--- config.mk ---
export PLATFORM = sky130hd
export DESIGN_NAME = round_robin_run_list_top_flat
export DESIGN_NICKNAME = d
export VERILOG_FILES = /design/src/rtl/rrl_pkg.sv /design/src/rtl/rrl_if.sv /design/src/rtl/rrl_cell.sv /design/src/rtl/round_robin_run_list_top.sv /design/src/flat_wrapper.sv
export VERILOG_INCLUDE_DIRS = /design/src /design/src/rtl
export SDC_FILE = /design/constraint.sdc
export NUM_CORES = 2
export LEC_CHECK = 0
export BUFFER_PORTS_ARGS = -buffer_cell sky130_fd_sc_hd__buf_2
export CAP_MARGIN = 20
export CORE_MARGIN = 8
export CORE_UTILIZATION = 40
export CTS_CLUSTER_SIZE = 14
export DETAILED_ROUTE_END_ITERATION = 12
export PLACE_DENSITY_LB_ADDON = 0.05
export RECOVER_POWER = 100
export SLEW_MARGIN = 0
export SYNTH_ARGS = -nofsm -noshare
export SYNTH_HDL_FRONTEND = slang
export SYNTH_HIERARCHICAL = 1
export SYNTH_SLANG_ARGS = --single-unit
--- constraint.sdc ---
create_clock -name clk -period 24.9 [get_ports clk]
set_clock_uncertainty 0.15 [all_clocks]
set_input_delay 0 -clock clk [delete_from_list [all_inputs] [get_ports clk]]
set_output_delay 0 -clock clk [all_outputs]
set_load 0.02 [all_outputs]
--- src/rtl/round_robin_run_list_top_assert.svh ---
// Assertion macros for the round-robin run list.
// Used by round_robin_run_list_top; depends on nothing else.
`ifndef ROUND_ROBIN_RUN_LIST_TOP_ASSERT_SVH
`define ROUND_ROBIN_RUN_LIST_TOP_ASSERT_SVH
`ifndef SYNTHESIS
// Checked property, switched off while reset is asserted.
`define RRL_ASSERT(lbl, clk, rst_n, prop) \
	lbl: assert property (@(posedge clk) disable iff (!rst_n) prop) \
		else $error("run list assertion failed");
// Checked property that also holds during reset.
`define RRL_ASSERT_ALWAYS(lbl, clk, prop) \
	lbl: assert property (@(posedge clk) prop) \
		else $error("run list invariant failed");
`else
`define RRL_ASSERT(lbl, clk, rst_n, prop)
`define RRL_ASSERT_ALWAYS(lbl, clk, prop)
`endif
`endif

--- src/rtl/rrl_pkg.sv ---
// Shared types and constants of the round-robin run list.
// Used by the interfaces, the list cell and the top level.
package rrl_pkg;

	localparam int unsigned ID_W = 15;
	localparam int unsigned REQ_W = 2;
	localparam int unsigned STATUS_W = 2;
	localparam int unsigned LIST_DEPTH_DEF = 64;

	typedef enum logic [REQ_W-1:0] {
		REQ_ENQ  = 2'd0,
		REQ_DEQ  = 2'd1,
		REQ_PICK = 2'd2
	} req_type_t;

	typedef enum logic [STATUS_W-1:0] {
		ST_OK      = 2'd0,
		ST_FULL    = 2'd1,
		ST_MISSING = 2'd2
	} status_t;

	typedef enum logic [1:0] {
		S_IDLE,
		S_CMP,
		S_UPD
	} state_t;

	// Controls broadcast from the sequencer to every cell.
	typedef struct packed {
		logic            cmp_en;
		logic            enq_en;
		logic            deq_en;
		logic [ID_W-1:0] id;
	} cell_ctrl_t;

endpackage

--- src/rtl/rrl_if.sv ---
// Request and response channel interfaces of the round-robin run list.
// Depends on rrl_pkg.
interface rrl_req_if import rrl_pkg::*; ();
	logic            valid;
	logic            ready;
	logic [REQ_W-1:0] req_type;
	logic [ID_W-1:0]  task_id;

	modport source (output valid, output req_type, output task_id, input ready);
	modport sink (input valid, input req_type, input task_id, output ready);
endinterface

interface rrl_rsp_if import rrl_pkg::*; #(
	parameter int unsigned LIST_DEPTH = LIST_DEPTH_DEF
) ();
	localparam int unsigned CNT_W = $clog2(LIST_DEPTH + 1);

	logic                valid;
	logic                ready;
	logic [STATUS_W-1:0] status;
	logic                pick_valid;
	logic [ID_W-1:0]     picked_task;
	logic [CNT_W-1:0]    run_count;

	modport source (output valid, output status, output pick_valid,
		output picked_task, output run_count, input ready);
	modport sink (input valid, input status, input pick_valid,
		input picked_task, input run_count, output ready);
endinterface

--- src/rtl/rrl_cell.sv ---
// One cell of the run list: holds a single task id and its compare result.
// Depends on rrl_pkg; instantiated in a row by round_robin_run_list_top.
module rrl_cell import rrl_pkg::*; #(
	parameter int unsigned INDEX = 0,
	parameter int unsigned IDX_W = 6,
	parameter int unsigned CNT_W = 7
) (
	input  logic             clk,
	input  cell_ctrl_t       ctrl,
	input  logic [CNT_W-1:0] count,
	input  logic [IDX_W-1:0] pick_idx,
	input  logic [ID_W-1:0]  up_entry,
	input  logic             hit_in,
	output logic             hit_out,
	output logic [ID_W-1:0]  pick_data,
	output logic [ID_W-1:0]  entry
);

	localparam logic [CNT_W-1:0] POS_CNT = CNT_W'(INDEX);
	localparam logic [IDX_W-1:0] POS_IDX = IDX_W'(INDEX);

	logic [ID_W-1:0] entry_q;
	logic            match_q;
	logic            live;

	// The cell holds a task while its place is below the fill count.
	assign live = POS_CNT < count;

	// Compare the stored id against the request id.
	always_ff @(posedge clk) begin
		if (ctrl.cmp_en) begin
			match_q <= live && (entry_q == ctrl.id);
		end
	end

	// Once the first match has been seen, this cell and all above it shift down.
	assign hit_out = hit_in | match_q;

	// Append writes the first free place; removal pulls the upper neighbor in.
	always_ff @(posedge clk) begin
		if (ctrl.enq_en && (POS_CNT == count)) begin
			entry_q <= ctrl.id;
		end else if (ctrl.deq_en && hit_out) begin
			entry_q <= up_entry;
		end
	end

	// Drive the stored id onto the pick bus when this place is selected.
	assign pick_data = (pick_idx == POS_IDX) ? entry_q : '0;

	// The lower neighbor takes the stored id from here when the list shifts down.
	assign entry = entry_q;

endmodule

--- src/rtl/round_robin_run_list_top.sv ---
// Round-robin run list: a compacted list of runnable task ids with a pick pointer.
// Each request is captured, then every cell compares its stored id in a
// registered per-cell compare, and the list, the fill count and the response
// register are updated once no earlier response is left unaccepted; the
// first-match chain runs across the row of LIST_DEPTH cells. A
// response waits in its own register, so a new request is taken while the
// previous response is still pending. An enqueue on a full list and a dequeue
// of an id that is not in the list answer with an error status and leave the
// list alone; a pick on an empty list returns no task.
// Depends on rrl_pkg, rrl_if, rrl_cell and round_robin_run_list_top_assert.svh.
`include "round_robin_run_list_top_assert.svh"
module round_robin_run_list_top import rrl_pkg::*; #(
	parameter int unsigned LIST_DEPTH = LIST_DEPTH_DEF
) (
	input  logic       clk,
	input  logic       arst_n,
	rrl_req_if.sink    req,
	rrl_rsp_if.source  rsp
);

	localparam int unsigned IDX_W = $clog2(LIST_DEPTH);
	localparam int unsigned CNT_W = $clog2(LIST_DEPTH + 1);
	localparam logic [CNT_W-1:0] FULL_CNT = CNT_W'(LIST_DEPTH);

	state_t           state_q, state_d;
	req_type_t        op_q;
	logic [ID_W-1:0]  id_q;
	logic [CNT_W-1:0] cnt_q, cnt_d;
	logic [IDX_W-1:0] last_q;
	logic             picked_before_q;
	logic [IDX_W-1:0] pick_idx_q, pick_idx_d;
	logic [CNT_W-1:0] last_inc;
	logic             commit;
	logic             found;
	logic             full;
	cell_ctrl_t       ctrl;

	logic                rsp_valid_q;
	status_t             rsp_status_q, status_d;
	logic                rsp_pick_valid_q, pick_valid_d;
	logic [ID_W-1:0]     rsp_picked_q, picked_d;
	logic [CNT_W-1:0]    rsp_count_q;

	logic [LIST_DEPTH:0]  hit_chain;
	logic [ID_W-1:0]      cell_pick [LIST_DEPTH];
	logic [ID_W-1:0]      cell_entry [LIST_DEPTH];
	logic [ID_W-1:0]      pick_or;

	// Sequencer: capture, compare, commit.
	always_ff @(posedge clk or negedge arst_n) begin
		if (!arst_n) begin
			state_q <= S_IDLE;
		end else begin
			state_q <= state_d;
		end
	end

	always_comb begin
		state_d = state_q;
		commit = 1'b0;
		unique case (state_q)
			S_IDLE: begin
				if (req.valid) begin
					state_d = S_CMP;
				end
			end
			S_CMP: begin
				state_d = S_UPD;
			end
			S_UPD: begin
				if (!rsp_valid_q || rsp.ready) begin
					commit = 1'b1;
					state_d = S_IDLE;
				end
			end
			default: begin
				state_d = S_IDLE;
			end
		endcase
	end

	assign req.ready = (state_q == S_IDLE);

	// Request capture.
	always_ff @(posedge clk or negedge arst_n) begin
		if (!arst_n) begin
			op_q <= REQ_ENQ;
		end else if (req.valid && req.ready) begin
			op_q <= req_type_t'(req.req_type);
		end
	end

	always_ff @(posedge clk) begin
		if (req.valid && req.ready) begin
			id_q <= req.task_id;
		end
	end

	// Next pick place: the one after the last pick, or place zero on wrap or before the first pick.
	assign last_inc = CNT_W'(last_q) + CNT_W'(1);
	assign pick_idx_d = (picked_before_q && (last_inc < cnt_q)) ? IDX_W'(last_inc) : '0;

	always_ff @(posedge clk) begin
		if (state_q == S_CMP) begin
			pick_idx_q <= pick_idx_d;
		end
	end

	// Controls broadcast to the row of cells.
	assign full = (cnt_q == FULL_CNT);
	assign found = hit_chain[LIST_DEPTH];

	always_comb begin
		ctrl.cmp_en = (state_q == S_CMP);
		ctrl.enq_en = commit && (op_q == REQ_ENQ);
		ctrl.deq_en = commit && (op_q == REQ_DEQ) && found;
		ctrl.id = id_q;
	end

	// The row of cells; the match chain runs from place zero upward.
	assign hit_chain[0] = 1'b0;

	for (genvar i = 0; i < LIST_DEPTH; i++) begin : g_cell
		logic [ID_W-1:0] up_entry;

		if (i + 1 < LIST_DEPTH) begin : g_mid
			assign up_entry = cell_entry[i + 1];
		end else begin : g_end
			assign up_entry = '0;
		end

		rrl_cell #(
			.INDEX (i),
			.IDX_W (IDX_W),
			.CNT_W (CNT_W)
		) u_cell (
			.clk       (clk),
			.ctrl      (ctrl),
			.count     (cnt_q),
			.pick_idx  (pick_idx_q),
			.up_entry  (up_entry),
			.hit_in    (hit_chain[i]),
			.hit_out   (hit_chain[i + 1]),
			.pick_data (cell_pick[i]),
			.entry     (cell_entry[i])
		);
	end

	// Gather the selected cell's id from the pick bus.
	always_comb begin
		pick_or = '0;
		for (int unsigned i = 0; i < LIST_DEPTH; i++) begin
			pick_or = pick_or | cell_pick[i];
		end
	end

	// Result of the request and the new fill count.
	always_comb begin
		status_d = ST_OK;
		pick_valid_d = 1'b0;
		picked_d = '0;
		cnt_d = cnt_q;
		unique case (op_q)
			REQ_ENQ: begin
				if (full) begin
					status_d = ST_FULL;
				end else begin
					cnt_d = cnt_q + CNT_W'(1);
				end
			end
			REQ_DEQ: begin
				if (!found) begin
					status_d = ST_MISSING;
				end else begin
					cnt_d = cnt_q - CNT_W'(1);
				end
			end
			REQ_PICK: begin
				if (cnt_q != '0) begin
					pick_valid_d = 1'b1;
					picked_d = pick_or;
				end
			end
			default: begin
			end
		endcase
	end

	// List state and the response valid flag.
	always_ff @(posedge clk or negedge arst_n) begin
		if (!arst_n) begin
			cnt_q <= '0;
			last_q <= '0;
			picked_before_q <= 1'b0;
			rsp_valid_q <= 1'b0;
		end else begin
			if (commit) begin
				cnt_q <= cnt_d;
				if (pick_valid_d) begin
					last_q <= pick_idx_q;
					picked_before_q <= 1'b1;
				end
			end
			if (commit) begin
				rsp_valid_q <= 1'b1;
			end else if (rsp.ready) begin
				rsp_valid_q <= 1'b0;
			end
		end
	end

	// Response payload register.
	always_ff @(posedge clk) begin
		if (commit) begin
			rsp_status_q <= status_d;
			rsp_pick_valid_q <= pick_valid_d;
			rsp_picked_q <= picked_d;
			rsp_count_q <= cnt_d;
		end
	end

	assign rsp.valid = rsp_valid_q;
	assign rsp.status = rsp_status_q;
	assign rsp.pick_valid = rsp_pick_valid_q;
	assign rsp.picked_task = rsp_picked_q;
	assign rsp.run_count = rsp_count_q;

	// Checks on the sequencer and the list state.
	`RRL_ASSERT_ALWAYS(a_cnt_bound, clk, cnt_q <= FULL_CNT)
	`RRL_ASSERT(a_cmp_to_upd, clk, arst_n, state_q == S_CMP |=> state_q == S_UPD)
	`RRL_ASSERT(a_pick_in_list, clk, arst_n, (commit && pick_valid_d) |=> (CNT_W'(last_q) < cnt_q))
	`RRL_ASSERT(a_miss_keeps_cnt, clk, arst_n, (commit && op_q == REQ_DEQ && !found) |=> $stable(cnt_q))

endmodule
--- src/flat_wrapper.sv ---
// flat-port wrapper written by rule: the top's interface ports become plain ports
module round_robin_run_list_top_flat import rrl_pkg::*;
#(
	parameter int unsigned LIST_DEPTH = LIST_DEPTH_DEF
)
  (clk, arst_n, req_valid, req_req_type, req_task_id, req_ready, rsp_valid, rsp_status, rsp_pick_valid, rsp_picked_task, rsp_run_count, rsp_ready);
  rrl_req_if req_i ();
  rrl_rsp_if #(.LIST_DEPTH(LIST_DEPTH)) rsp_i ();
  input  logic clk;
  input  logic arst_n;
  input wire logic [$bits(req_i.valid)-1:0] req_valid;
  input wire logic [$bits(req_i.req_type)-1:0] req_req_type;
  input wire logic [$bits(req_i.task_id)-1:0] req_task_id;
  output wire logic [$bits(req_i.ready)-1:0] req_ready;
  output wire logic [$bits(rsp_i.valid)-1:0] rsp_valid;
  output wire logic [$bits(rsp_i.status)-1:0] rsp_status;
  output wire logic [$bits(rsp_i.pick_valid)-1:0] rsp_pick_valid;
  output wire logic [$bits(rsp_i.picked_task)-1:0] rsp_picked_task;
  output wire logic [$bits(rsp_i.run_count)-1:0] rsp_run_count;
  input wire logic [$bits(rsp_i.ready)-1:0] rsp_ready;
  assign req_i.valid = req_valid;
  assign req_i.req_type = req_req_type;
  assign req_i.task_id = req_task_id;
  assign req_ready = req_i.ready;
  assign rsp_valid = rsp_i.valid;
  assign rsp_status = rsp_i.status;
  assign rsp_pick_valid = rsp_i.pick_valid;
  assign rsp_picked_task = rsp_i.picked_task;
  assign rsp_run_count = rsp_i.run_count;
  assign rsp_i.ready = rsp_ready;
  round_robin_run_list_top #(.LIST_DEPTH(LIST_DEPTH)) u_core (.clk(clk), .arst_n(arst_n), .req(req_i), .rsp(rsp_i));
endmodule
; ---- Yosys cells after proc, flatten, opt, wreduce, memory -nomap -nowiden
; Index checks and enable logic that the tools add are counted.
[classes]
order_cmp = 65
muxes = 207
reduce_logical = 272
add_sub_neg = 3
bitwise_logic = 126
eq_ne = 197
[op_table]
columns = op, n
row1 = 15-bit two-way mux, 192
row2 = 15-bit equality test, 64
row3 = 15-bit bitwise OR, 63
row4 = 6-bit by 7-bit equality test with 1-bit output (first input constant), 32
row5 = 6-bit by 7-bit < comparator with 1-bit output (first input constant), 32
row6 = 1-bit logical AND, 197
row7 = 6-bit equality test (second input constant), 32
row8 = 2-bit nonzero test, 65
row9 = 5-bit by 7-bit equality test with 1-bit output (first input constant), 16
row10 = 5-bit by 7-bit < comparator with 1-bit output (first input constant), 16
row11 = 6-bit by 5-bit equality test with 1-bit output (second input constant), 16
row12 = 1-bit bitwise OR, 63
row13 = 4-bit by 7-bit equality test with 1-bit output (first input constant), 8
row14 = 4-bit by 7-bit < comparator with 1-bit output (first input constant), 8
row15 = 6-bit by 4-bit equality test with 1-bit output (second input constant), 8
row16 = 3-bit by 7-bit equality test with 1-bit output (first input constant), 4
row17 = 3-bit by 7-bit < comparator with 1-bit output (first input constant), 4
row18 = 6-bit by 3-bit equality test with 1-bit output (second input constant), 4
row19 = 2-bit by 7-bit equality test with 1-bit output (first input constant), 2
row20 = 1-bit by 7-bit < comparator with 1-bit output (first input constant), 2
row21 = 2-bit by 7-bit < comparator with 1-bit output (first input constant), 2
row22 = 7-bit two-way mux, 2
row23 = 7-bit one-hot mux with 2 select lines, 1
row24 = 6-bit by 2-bit equality test with 1-bit output (second input constant), 2
row25 = other kinds (22), 35
[word_totals]
elab_cells = 1010
regBits = 1089
output_inout_bits = 27
input_bits = 21

; ---- Logic depth before layout (Yosys ltp)
[logic_depth]
depth_word = 67
ltp_mapped = 68
ltp_nobuf = 68

; ---- Least setup slack after synthesis
; No wires, ideal clock.
[synth_timing]
kind = reg-to-reg
start = register u_core.g_cell[0].u_cell.match_q
end = register u_core.g_cell[15].u_cell.entry_q[0] (enable)
slack_ns = 5.253
required_ns = 24.396
stages_incl_launch_ff = 69
period_less_slack_ns = 19.647
setup_ns = 0.354
arrival_ns = 19.143
path_buffers = 0
cell_sequence = edfxtp_1 -> or2_2 -> or2_2 -> or2_2 -> or2_2 -> or2_2 -> or2_2 -> or2_2 -> or2_2 -> or2_2 -> or2_2 -> or2_2 -> or2_2 -> or2_2 -> or2_2 -> or2_2 -> or2_2 -> or2_2 -> [33 not listed] -> or2_2 -> or2_2 -> or2_2 -> or2_2 -> or2_2 -> or2_2 -> or2_2 -> or2_2 -> or2_2 -> or2_2 -> or2_2 -> or2_2 -> or2_2 -> or2_2 -> nand2_1 -> nor2_1 -> nand2_1 -> nand2_1
[synth_rtl]
columns = item, line_no
row1 = start: declaration, rrl_cell.sv:23  ; logic match_q;
row2 = start signal: assignment, rrl_cell.sv:32  ; match_q <= live && (entry_q == ctrl.id);
row3 = end signal: assignment, rrl_cell.sv:42  ; entry_q <= ctrl.id;
row4 = end signal: assignment, rrl_cell.sv:44  ; entry_q <= up_entry;
row5 = end: declaration, rrl_cell.sv:22  ; logic [ID_W-1:0] entry_q;

==> impl_metrics.yaml <==
synthesis:
  ys_ff_latch: 1089
  synthTopCellsByCount: "1,070 x edfxtp_1, 907 x and2_1, 517 x xnor2_1"
  synth_edf_count: 1070
  yosysTopAreaCellShare_pct: 45.36
  syn_area_per_cell_um2: 12.85
  synth_top_area_cell: "edfxtp_1"
  synth.area.top_cells: "edfxtp_1 45%, mux2_4 8.8%, mux2_2 8.1%"
  yosysUniqueCellTypes: 102
  yosys_warnings: 6
  synth_cells: 5514
  async_reset_ff_share_pct: 1.745
  yosysMostFrequentCell: "edfxtp_1"
  ys_seq_area_share_pct: 46.03
  mappedNetlistArea_um2: 70840
  synth_ff_type: "edfxtp_1"
critical_path:
  slowest_delay_ns: 0.63
  endpoint_kind: "flip-flop"
  cp-start-kind: "flip-flop"
  crit_fanout: 26
  r2r_end: "u_core/g_cell[20].u_cell/entry[4]"
  r2r-start: "u_core/g_cell[0].u_cell/match_q"
  r2r_slack_ns: 1.57
  slowest_stage: "nor2_1"
  critPathMostFrequentCell: "or2_2"
  startpoint: "u_core/g_cell[0].u_cell/match_q"
  arrival_ns: 23.53
  critPathKind: "reg -> reg"
  worstPathRequired_ns: 25.10
  cp-endpoint: "u_core/g_cell[20].u_cell/entry[4]"
  reg2reg_depth: 70
floorplan:
  start_util_pct: 40.22
  die_w_um: 436.8
  rows: 154
  die_y_um: 436.8
  die-area_um2: 190800
  pin_count: 48
  coreArea_um2: 176100
pwr:
  power_density_nw_per_um2: 81.86
  max-vdd-ir-drop_mv: 0.07680
  leakagePower_nw: 25.80
clock_network:
  clock_tree.buffer_depth: 3
  cts_tree: "built"
  cts_buffers: 136
  insertion_delay_ns: 0.79
  cts.root.buffer_cell: "clkbuf_16"
  cts.reportedPaths.clkPinSlew_ns: 0.06
  cts.htree.levels: 4
  cts_sinks: 1089
timing:
  holdWs_ns: 0.07938
  tightestPinTransition_ns: 3.744
  period_minus_slack_ns: 23.33
  setup_violations: 0
  max_slew_margin_pct: -149.6
  hold_viol_final: 0
  rsz0062_at_grt: "false"
  tns_ns: 0
  fin_crit_sh_pct: 93.71
  fmax_mhz: 42.86
  slew_viol_final: 661
finish:
  synthToLayoutAreaGrowth_pct: 7.701
  nets: 5773
  fillers: 16750
  register_area_um2: 32630
  drive_gt1_share_pct: 17.76
  multiInputGateArea_um2: 34640
route:
  via_per_inst: 5.926
  ant_nets: 0
  wire_per_inst_um: 34.68
  drc: 0
  first_pass_iters: 6
  routed_wl_mm: 283.8
  vias: 48510
  first_iter_violations: 5569
placement:
  port_buffers: 47
  dp_hpwl_mm: 191.1
  place.gp.congestion: 0.9399
flow_run:
  maxCapViolCount: 30
global_route:
  grt_overflow_total: 0
  antenna_found_initial: 10
  grt_pass1_wl_mm: 393.1
  grt_use_total_pct: 28.54
  grt_pass1_vias: 48290
  grt_max_degree: 79
worst_hold_path:
  min_path_type: "in -> async"
status:
  violations: "max-capacitance violations, max-slew violations"
  status: "finished with violations"
[placed cells by master (no fill, tap or decap), types with 13 or more instances in the layout]
master            n
a21o_1           34
a21oi_1          27
and2_1          904
and2_2           56
and3_1           21
buf_12           18
buf_2            39
buf_4            83
clkbuf_1         72
clkbuf_16       141
clkinv_1         25
clkinv_2         19
conb_1           16
dfrtp_1          14
dlygate4sd3_1    42
edfxtp_1       1070
inv_1            13
mux2_1          464
mux2_2          479
mux2_4           26
nand2_1         125
nand3_1          35
nand4_1         220
nand4b_1         29
nand4bb_1        16
nor2_1           60
nor2b_1          13
nor3_1           51
nor3b_1          17
nor4_1          415
o21ai_0          15
or2_2            65
xnor2_1         517
xor2_1          454
[registers in the layout, summed over array words and instances, names as in the netlist]
signal / cells
u_core/g_cell.u_cell/match_q: 64
u_core/rsp.status: 2
u_core/last_q: 6
u_core/rsp.picked_task: 15
u_core/rsp.pick_valid: 1
u_core/state_q: 2
u_core/rsp.valid: 1
u_core/pick_idx_q: 6
u_core/rsp.run_count: 7
u_core/g_cell.u_cell/entry: 960
u_core/id_q: 15
u_core/op_q: 2
u_core/cnt_q: 7
u_core/picked_before_q: 1
[routing by layer]
layer | vias up | share of wire [%] | track usage, %
li1 | 21050 | - | -
met1 | 24870 | 45 | 40.22
met2 | 2144 | 44 | 43.62
met3 | 437 | 7.8 | 6.202
met4 | 0 | 3.7 | 9.368
met5 | - | 0 | 0
[worst max-delay path: cells and delay by family, from the launching register on]
family / cells / cell delay (ns)
buf+inv: 2 / 0.93
flops: 1 / 0.34
simple gates: 68 / 21.37
[area by class of cell]
type                            count  area share (%)
Antenna cell                        6         0.01968
Clock buffer                      170           4.768
Clock inverter                     64          0.8036
Inverter                           14         0.06888
Multi-Input combinational cell   4274           45.41
Sequential cell                  1089           42.76
Tap cell                         2340           3.838
Timing Repair Buffer              228           2.334
[logic make-up (layout without fill, tap and decap cells)]
logic type      after synthesis  count (layout)  synth area share [%]
compound gates              139             139                 1.487
buf+inv                     166             476                 2.146
flops                      1089            1089                 46.03
mux                         969             969                 17.60
fa+ha+maj                     9               9                0.1590
simple gates               2169            2169                 20.55
xor+xnor                    972             972                 12.03
other cells                   1              22              0.005294
[how the worst min path moves through the flow]
stage	depth (start not counted)	start	to
after floorplan	0	arst_n	u_core/cnt_q[0]
after global placement	1	arst_n	u_core/cnt_q[1]
after detailed placement	1	arst_n	u_core/cnt_q[1]
after CTS	6	rsp_ready	u_core/cnt_q[3]
after global routing	3	arst_n	u_core/cnt_q[1]
final	3	arst_n	u_core/cnt_q[1]
[repair_timing]
item / CTS / global route
gates resized for setup: 0 / 0
buffers inserted: 0 / 0
endpoints found under the hold margin: 69 / 0
hold buffers: 42 / 0
[power by group]
| part | internal, mW | total (mW) | switching [mW] |
|---|---|---|---|
| combinational | 0.510 | 1.71 | 1.20 |
| sequential | 2.30 | 2.58 | 0.285 |
| clock | 1.15 | 1.96 | 0.806 |
| total | 3.96 | 6.25 | 2.29 |
[per-stage QoR]
stage	cell area, µm²	power (mW)	setup WS [ns]	instances	utilization (%)
3_3_place_gp	73740	4.359	2.448	7878	41.87
4_1_cts	78450	6.333	2.447	8160	44.54
2_1_floorplan	70890	3.516	5.253	5529	-
3_5_place_dp	73780	4.365	2.529	7884	41.89
5_1_grt	76280	6.424	1.147	8179	43.31
6_report	76290	6.246	1.566	8185	43.32
Power figures use the tool's default switching activity.
